--- src/voxel_geodesic_distance_bfs_core_macros.svh ---
// Assertion macros for the voxel distance walk block.
// Used by the top level; expects clk and arst_n in scope.
`ifndef VOXEL_GEODESIC_DISTANCE_BFS_CORE_MACROS_SVH
`define VOXEL_GEODESIC_DISTANCE_BFS_CORE_MACROS_SVH

// same-cycle implication
`define VGD_ASSERT_NOW(lbl, ante, cons, msg) \
	lbl: assert property (@(posedge clk) disable iff (!arst_n) (ante) |-> (cons)) else $error(msg);

// next-cycle implication
`define VGD_ASSERT_NEXT(lbl, ante, cons, msg) \
	lbl: assert property (@(posedge clk) disable iff (!arst_n) (ante) |=> (cons)) else $error(msg);

`endif

--- src/vgd_pkg.sv ---
// Shared types, codes and the neighbour offset table for the voxel walk.
// No dependencies.
package vgd_pkg;

	localparam int DIST_W  = 16;
	localparam int PADDR_W = 5;

	// actions
	localparam logic [1:0] ACT_LOAD  = 2'd0;
	localparam logic [1:0] ACT_START = 2'd1;
	localparam logic [1:0] ACT_READ  = 2'd2;

	// result status
	localparam logic [1:0] ST_READ     = 2'd0;
	localparam logic [1:0] ST_WALK     = 2'd1;
	localparam logic [1:0] ST_SEED_OUT = 2'd2;

	// register indexes
	localparam logic [2:0] REG_DIM_X     = 3'd0;
	localparam logic [2:0] REG_DIM_Y     = 3'd1;
	localparam logic [2:0] REG_DIM_Z     = 3'd2;
	localparam logic [2:0] REG_THRESHOLD = 3'd3;
	localparam logic [2:0] REG_FULL_CONN = 3'd4;

	// offset codes: 0 is minus one, 1 is zero, 2 is plus one
	localparam logic [1:0] OFS_NEG  = 2'd0;
	localparam logic [1:0] OFS_ZERO = 2'd1;
	localparam logic [1:0] OFS_POS  = 2'd2;

	localparam logic [4:0] NB_LAST = 5'd26;

	typedef struct packed {
		logic [5:0]  dim_x;
		logic [5:0]  dim_y;
		logic [5:0]  dim_z;
		logic [15:0] threshold;
		logic        full_connectivity;
	} cfg_t;

	typedef struct packed {
		logic [1:0]  action;
		logic [14:0] voxel_index;
		logic [15:0] voxel_value;
		logic [4:0]  seed_x;
		logic [4:0]  seed_y;
		logic [4:0]  seed_z;
	} req_t;

	typedef struct packed {
		logic               valid;
		logic signed [15:0] distance;
		logic [1:0]         status;
		logic [15:0]        reached_count;
	} res_t;

	// neighbour k of the 3x3x3 cube as {oz, oy, ox} offset codes
	function automatic logic [5:0] nb_code(input logic [4:0] k);
		logic [5:0] c;
		c = '0;
		for (int i = 0; i < 27; i++) begin
			if (5'(i) == k) c = {2'(i / 9), 2'((i / 3) % 3), 2'(i % 3)};
		end
		return c;
	endfunction

endpackage

--- src/vgd_cfg_regs.sv ---
// APB-style configuration registers of the voxel walk block.
// Depends on vgd_pkg.
module vgd_cfg_regs (
	input  logic                        clk,
	input  logic                        arst_n,
	input  logic                        psel,
	input  logic                        penable,
	input  logic                        pwrite,
	input  logic [vgd_pkg::PADDR_W-1:0] paddr,
	input  logic [31:0]                 pwdata,
	output logic [31:0]                 prdata,
	output logic                        pready,
	output vgd_pkg::cfg_t               cfg
);
	vgd_pkg::cfg_t cfg_q;
	logic [2:0]    ridx;

	assign ridx   = paddr[4:2];
	assign pready = 1'b1;
	assign cfg    = cfg_q;

	// register writes in the access phase
	always_ff @(posedge clk or negedge arst_n) begin
		if (!arst_n) begin
			cfg_q.dim_x             <= 6'd32;
			cfg_q.dim_y             <= 6'd32;
			cfg_q.dim_z             <= 6'd32;
			cfg_q.threshold         <= 16'd1;
			cfg_q.full_connectivity <= 1'b0;
		end else if (psel && penable && pwrite) begin
			case (ridx)
				vgd_pkg::REG_DIM_X:     cfg_q.dim_x <= pwdata[5:0];
				vgd_pkg::REG_DIM_Y:     cfg_q.dim_y <= pwdata[5:0];
				vgd_pkg::REG_DIM_Z:     cfg_q.dim_z <= pwdata[5:0];
				vgd_pkg::REG_THRESHOLD: cfg_q.threshold <= pwdata[15:0];
				vgd_pkg::REG_FULL_CONN: cfg_q.full_connectivity <= pwdata[0];
				default: ;
			endcase
		end
	end

	// read-back
	always_comb begin
		case (ridx)
			vgd_pkg::REG_DIM_X:     prdata = {26'd0, cfg_q.dim_x};
			vgd_pkg::REG_DIM_Y:     prdata = {26'd0, cfg_q.dim_y};
			vgd_pkg::REG_DIM_Z:     prdata = {26'd0, cfg_q.dim_z};
			vgd_pkg::REG_THRESHOLD: prdata = {16'd0, cfg_q.threshold};
			vgd_pkg::REG_FULL_CONN: prdata = {31'd0, cfg_q.full_connectivity};
			default:                prdata = 32'd0;
		endcase
	end
endmodule

--- config.mk ---
export PLATFORM = sky130hd
export DESIGN_NAME = vgd_cfg_regs
export DESIGN_NICKNAME = d
export VERILOG_FILES = /design/src/voxel_geodesic_distance_bfs_core_macros.svh /design/src/vgd_pkg.sv /design/src/vgd_cfg_regs.sv
export SDC_FILE = /design/constraint.sdc
export NUM_CORES = 1
export LEC_CHECK = 0
export ABC_CLOCK_PERIOD_IN_PS = 2750
export BUFFER_PORTS_ARGS = -buffer_cell sky130_fd_sc_hd__buf_2
export CAP_MARGIN = 25
export CORE_MARGIN = 2
export CORE_UTILIZATION = 35
export CTS_BUF_LIST = sky130_fd_sc_hd__clkbuf_2 sky130_fd_sc_hd__clkbuf_4 sky130_fd_sc_hd__clkbuf_8
export DETAILED_ROUTE_END_ITERATION = 8
export GPL_TIMING_DRIVEN = 0
export PLACE_DENSITY = 0.66
export SLEW_MARGIN = 20
export SYNTH_ARGS = -nofsm -noshare
export SYNTH_HDL_FRONTEND = slang
export SYNTH_SLANG_ARGS = --single-unit
--- constraint.sdc ---
create_clock -name clk -period 2.75 [get_ports clk]
set_clock_uncertainty 0.2 [all_clocks]
set_input_delay 0.55 -clock clk [delete_from_list [all_inputs] [get_ports clk]]
set_output_delay 0.55 -clock clk [all_outputs]
set_load 0.005 [all_outputs]
==> results_dict.tcl, run 1 <==
set metrics [dict create \
    ctsHoldBuffers 0 \
    cts.reportedPaths.clkPinSlew_ps 70 \
    fin_area_um2 2419 \
    cp_common_cell "buf_2" \
    end_kind "output port" \
    gp_congestion 0.7219 \
    initial_utilization 0.3596 \
    wl_um 3942 \
    worstPathMaxFanout 10 \
    h-tree-depth 2 \
    synthDistinctLibCells 26 \
    core_um2 5042 \
    slew_viol_final 0 \
    io_pins 110 \
    maxSlewHeadroom 0.4703 \
    slowest_delay_ps 560 \
    rsz0062_at_grt "false" \
    grt_pass1_vias 1336 \
    grt_antenna_before_repair 0 \
    grt_max_degree 36 \
    place_inst 289 \
    clk_path_buf_depth 2 \
    max_freq_mhz 401.8 \
    drive_gt1_frac 0.6520 \
    dp_hpwl_um 2915 \
    clock_sinks 35 \
    status "finished clean" \
    die_y_um 75.97 \
    final_antenna_net_count 0 \
    fillers 479 \
    hold_path_class "in2async" \
    cap_viol_max_count 0 \
    max_slew.worst_pin.slew_ps 794.6 \
    setup_violations 0 \
    yosysWarnings 0 \
    worstReg2RegStart "cfg[3]$_DFFE_PN0P_" \
    start_kind "input port" \
    critPathSlowestCell "mux4_1" \
    synth_edf_count 0 \
    cts-root-buf "clkbuf_8" \
    startpoint "paddr[2]" \
    io_buffers 74 \
    grt_use_total 0.1486 \
    drt_first_pass_iters 4 \
    route.detailed.drc 0 \
    clk-insertion-delay-late_ps 280 \
    ctsResizeCount 0 \
    cts_inserted_buffers 5 \
    yosysSeqAreaShare 0.4859 \
    netlist_instances 130 \
    synth_area_um2 1813 \
    p_per_area_nw_per_um2 593.2 \
    critPathRequiredTime_ps 2000 \
    worst-path-buf-inv 3 \
    die-area_um2 5771 \
    avgRoutedWirePerCell_um 13.27 \
    final_hold_viol_count 0 \
    area_growth_pct 33.40 \
    cts_tree "yes" \
    leakage_nw 1.311 \
    crit_chain "buf_2 -> buf_4 -> mux4_1 -> nor2b_1 -> buf_2" \
    final_core_util 0.4797 \
    total_power_mw 1.435 \
    synth_ff_type "dfrtp_1" \
    worst-setup-path-type "in2out" \
    synth-seq-cells 35 \
    antenna_cells 0 \
    tns_ps 0 \
    routed_via_density 4.343 \
    crit_family "multiplexers" \
    worstPathArrival_ps 1740 \
    die_w_um 75.97 \
    period_needed_ps 2489 \
    largest_register_ffs 35 \
    post-cts-setup-buffer-count 0 \
    fin_crit_sh 0.9050 \
    grt_pass1_wl_um 6741 \
    place_area_um2 2327 \
    num_rows 26 \
    nets 268 \
    vias 1290 \
    synth.avg_cell_area_um2 13.95 \
    ir_drop_v 0.0002986 \
    stdcell_count 297 \
    ys_async_sr_fraction 1.000 \
    first_iter_violations 51 \
    grt.overflow.total 0 \
]
## per-layer routing
| metal | vias up | global-route usage | share of wire |
|---|---|---|---|
| li1 | 620 | - | - |
| met1 | 601 | 0.1901 | 0.45 |
| met2 | 64 | 0.2411 | 0.45 |
| met3 | 5 | 0.04621 | 0.080 |
| met4 | 0 | 0.04909 | 0.013 |
| met5 | - | 0 | 0 |
## metrics by stage
stage          hold WS [ps]  setup WS [ps]
2_1_floorplan         54.41          619.1
3_3_place_gp          307.3          255.9
3_5_place_dp          308.0          248.7
4_1_cts               166.3          247.6
5_1_grt               206.7          108.8
6_report              145.4          261.2
## logic make-up (layout without fill, tap and decap cells)
group,count (synthesis),in the layout,synth area share
compound gates,3,3,0.01173
simple gates,27,27,0.1049
mux,41,41,0.3037
flops,35,35,0.4858
buf+inv,22,104,0.08971
other cells,2,17,0.004142
## cell type report
| cell class | count | area (µm²) | share of cell area |
|---|---|---|---|
| repair buffers | 74 | 370.4 | 0.1531 |
| plain buffers | 22 | 162.7 | 0.06725 |
| clock buffers | 8 | 91.34 | 0.03777 |
| well taps | 70 | 87.58 | 0.03621 |
| flip-flops and latches | 35 | 880.8 | 0.3642 |
| multi-input cells | 88 | 825.8 | 0.3414 |
## final timing paths
path / end / slack, ps / cells past startpoint
setup / recovery: prdata[2] / 260 / 5
hold / removal: cfg[24]$_DFFE_PN0P_ / 150 / 1
setup reg to reg: cfg[3]$_DFFE_PN0P_ / 1770 / 1
hold reg to reg: cfg[26]$_DFFE_PN0P_ / 320 / 1
max in group asynchronous: cfg[23]$_DFFE_PN0P_ / 1700 / 1
min in group clk: cfg[8]$_DFFE_PN0P_ / 290 / 2
## synthesized netlist by cell type, drive strengths merged (2+ instances only)
library cell  number  area (µm²)
mux2              35       416.7
dfrtp             31       775.7
buf               21       158.9
and2              10       62.56
mux4               5       123.9
nor2b              5       31.28
dfstp              4       105.1
conb               2       7.510
nand2              2       7.510
nor2               2       10.01
nor3b              2       25.02
o21a               2       15.01
## layout by cell type, fill, tap and decap left out, drive strengths merged, types with 2 or more instances in the layout
cell    count
and2       10
buf        95
clkbuf      9
conb       17
dfrtp      31
dfstp       4
mux2       35
mux4        5
nand2       2
nor2        2
nor2b       5
nor3b       2
o21a        2
## power breakdown
part           total [mW]  internal, mW  switching [mW]
Sequential          0.695         0.625          0.0705
Clock               0.383         0.209           0.173
Combinational       0.357         0.228           0.129
Power figures use the tool's default switching activity.
==> inputs of run 2 (changes only) <==
--- a/config.mk
+++ b/config.mk
@@ -5,15 +5,17 @@
 export SDC_FILE = /design/constraint.sdc
 export NUM_CORES = 1
 export LEC_CHECK = 0
+export ABC_AREA = 1
 export ABC_CLOCK_PERIOD_IN_PS = 2750
 export BUFFER_PORTS_ARGS = -buffer_cell sky130_fd_sc_hd__buf_2
 export CAP_MARGIN = 25
+export CORE_ASPECT_RATIO = 0.8
 export CORE_MARGIN = 2
 export CORE_UTILIZATION = 35
 export CTS_BUF_LIST = sky130_fd_sc_hd__clkbuf_2 sky130_fd_sc_hd__clkbuf_4 sky130_fd_sc_hd__clkbuf_8
 export DETAILED_ROUTE_END_ITERATION = 8
 export GPL_TIMING_DRIVEN = 0
-export PLACE_DENSITY = 0.66
+export PLACE_DENSITY = 0.65
 export SLEW_MARGIN = 20
 export SYNTH_ARGS = -nofsm -noshare
 export SYNTH_HDL_FRONTEND = slang
==> run 2 against run 1 <==
Net effect:
- sequential power hardly changed
- utilization is 0.87 points lower
- sequential share of layout area is 1.6 points lower
- maximum frequency increased by 9.4%
- worst setup slack better by 210 ps
- hold slack worse by 12 ps
- non-clock buffer count increased by 5
- combinational power is 4% lower
- die area is 5.6% higher
==> results_dict.tcl, run 2 <==
set metrics [dict create \
    post-cts-setup-buffer-count 0 \
    ctsResizeCount 0 \
    cts_tree "yes" \
    period_needed_ps 2275 \
    place_area_um2 2427 \
    start_kind "input port" \
    ir_drop_v 0.0002290 \
    initial_utilization 0.3571 \
    wl_um 5208 \
    ctsHoldBuffers 0 \
    post-synth-top-count-cell "nand2_1" \
    cap_viol_max_count 0 \
    die_y_um 70.24 \
    end_kind "output port" \
    slew_viol_final 0 \
    worstReg2RegStart "cfg[22]$_DFFE_PN1P_" \
    wl_met3_um 260 \
    yosysWarnings 0 \
    synth.avg_cell_area_um2 7.964 \
    reg2reg_setup_slack_ps 1790 \
    drt_first_pass_iters 4 \
    first_iter_violations 121 \
    fin_crit_sh 0.8274 \
    cts.reportedPaths.clkPinSlew_ps 70 \
    synthDistinctLibCells 23 \
    hold_path_class "in2async" \
    grt_pass1_wl_um 8086 \
    leakage_nw 1.452 \
    final_antenna_net_count 0 \
    synth_common_cells "nand2_1 (78), dfrtp_1 (31), nand3_1 (22)" \
    synth_ff_type "dfrtp_1" \
    io_pins 110 \
    synth_top_cell_area_share 0.4042 \
    yosys.area.top_type "dfrtp_1" \
    met1_length_um 2541 \
    met2WireLength_um 2356 \
    ys_async_sr_fraction 1.000 \
    nets 379 \
    critPathRequiredTime_ps 2000 \
    reg2reg_depth 2 \
    synth_edf_count 0 \
    synth_area_um2 1919 \
    max_freq_mhz 439.5 \
    cts_inserted_buffers 5 \
    clk-insertion-delay-late_ps 280 \
    layout_common_cells "buf_2 (79), nand2_1 (78), dfrtp_1 (31), nand3_1 (22)" \
    vias 1900 \
    grt.overflow.total 0 \
    p_per_area_nw_per_um2 575.9 \
    largest_register_ffs 35 \
    final_core_util 0.4709 \
    netlist_instances 241 \
    highest-signal-layer "met4" \
    synth-seq-cells 35 \
    fin_area_um2 2531 \
    max_slew.worst_pin.slew_ps 771.4 \
    final_hold_viol_count 0 \
    die-area_um2 6096 \
    grt_pass1_vias 1596 \
    setup_violations 0 \
    rr_endpoint "cfg[22]$_DFFE_PN1P_" \
    rsz0062_at_grt "false" \
    grt_antenna_before_repair 0 \
    routed_via_density 4.715 \
    final_common_cell "buf_2" \
    h-tree-depth 2 \
    dp_hpwl_um 4016 \
    fillers 564 \
    tns_ps 0 \
    io_buffers 74 \
    yosysSeqAreaShare 0.4589 \
    worst-setup-path-type "in2out" \
    worstPathMaxFanout 10 \
    clock_sinks 35 \
    avgRoutedWirePerCell_um 12.92 \
    area_growth_pct 31.88 \
    grt_max_degree 36 \
    route.detailed.drc 0 \
    status "finished clean" \
    maxSlewHeadroom 0.4857 \
    drive_gt1_frac 0.3787 \
    cts-root-buf "clkbuf_8" \
    gp_congestion 0.8191 \
    die_w_um 86.80 \
    grt_use_total 0.1704 \
    worstPathArrival_ps 1530 \
    num_rows 24 \
    clk_path_buf_depth 2 \
    antenna_cells 0 \
    core_um2 5375 \
    yosys-top-cells-area "dfrtp_1 (40%), nand2_1 (15%), buf_4 (7.4%)" \
]
-- run 2: final cells by class --
class                           instances  area, µm²  share of cell area
Timing Repair Buffer                   74      370.4              0.1463
Tap cell                               65      81.33             0.03213
Multi-Input combinational cell        177      835.8              0.3302
Clock buffer                            7      96.34             0.03806
Buffer                                 27      193.9             0.07662
Clock inverter                          1      7.507            0.002966
Sequential cell                        35      880.8              0.3480
Inverter                               17      65.06             0.02570
-- run 2: cell families (layout without fill, tap and decap cells) --
logic type	Yosys count	after routing	synth area share
AND/OR/NAND/NOR	141	141	0.3527
buffers and inverters	44	126	0.1349
other	2	17	0.003913
flip-flops	35	35	0.4589
AO/OA/AOI/OAI	19	19	0.04954
-- run 2: power by group --
part | switching, mW | internal [mW]
Combinational | 0.185 | 0.159
Clock | 0.190 | 0.228
Sequential | 0.0759 | 0.619
-- run 2: worst max-delay path by stage --
| stage | startpoint | to | slack, ps | cells past startpoint |
|---|---|---|---|---|
| detailed placement | paddr[4] | prdata[1] | 490 | 6 |
| finish | paddr[4] | prdata[4] | 470 | 6 |
| floorplan | paddr[2] | prdata[1] | 870 | 5 |
| global placement | paddr[4] | prdata[2] | 480 | 6 |
| CTS | paddr[4] | prdata[4] | 480 | 6 |
| global route | paddr[3] | prdata[4] | 390 | 7 |
-- run 2: stage by stage --
stage	instances	power, mW	setup slack, ps	hold WS (ps)
floorplan	256	0.8621	874.9	54.41
detailed placement	395	1.052	489.7	273.3
CTS	403	1.468	477.3	165.1
global route	403	1.544	392.1	203.2
finish	403	1.458	474.7	132.9
global placement	395	1.042	477.9	271.4
-- run 2: worst max-delay path, stage by stage --
cell,delay [ps]
buf_2,140
nor2_2,230
buf_2,260
nand2_1,90
nand4_1,120
buf_2,130
-- run 2: layer usage --
metal,vias up,global-route usage
met5,-,0
met4,0,0.05208
met3,6,0.02837
met2,54,0.2451
met1,900,0.2602
li1,940,-
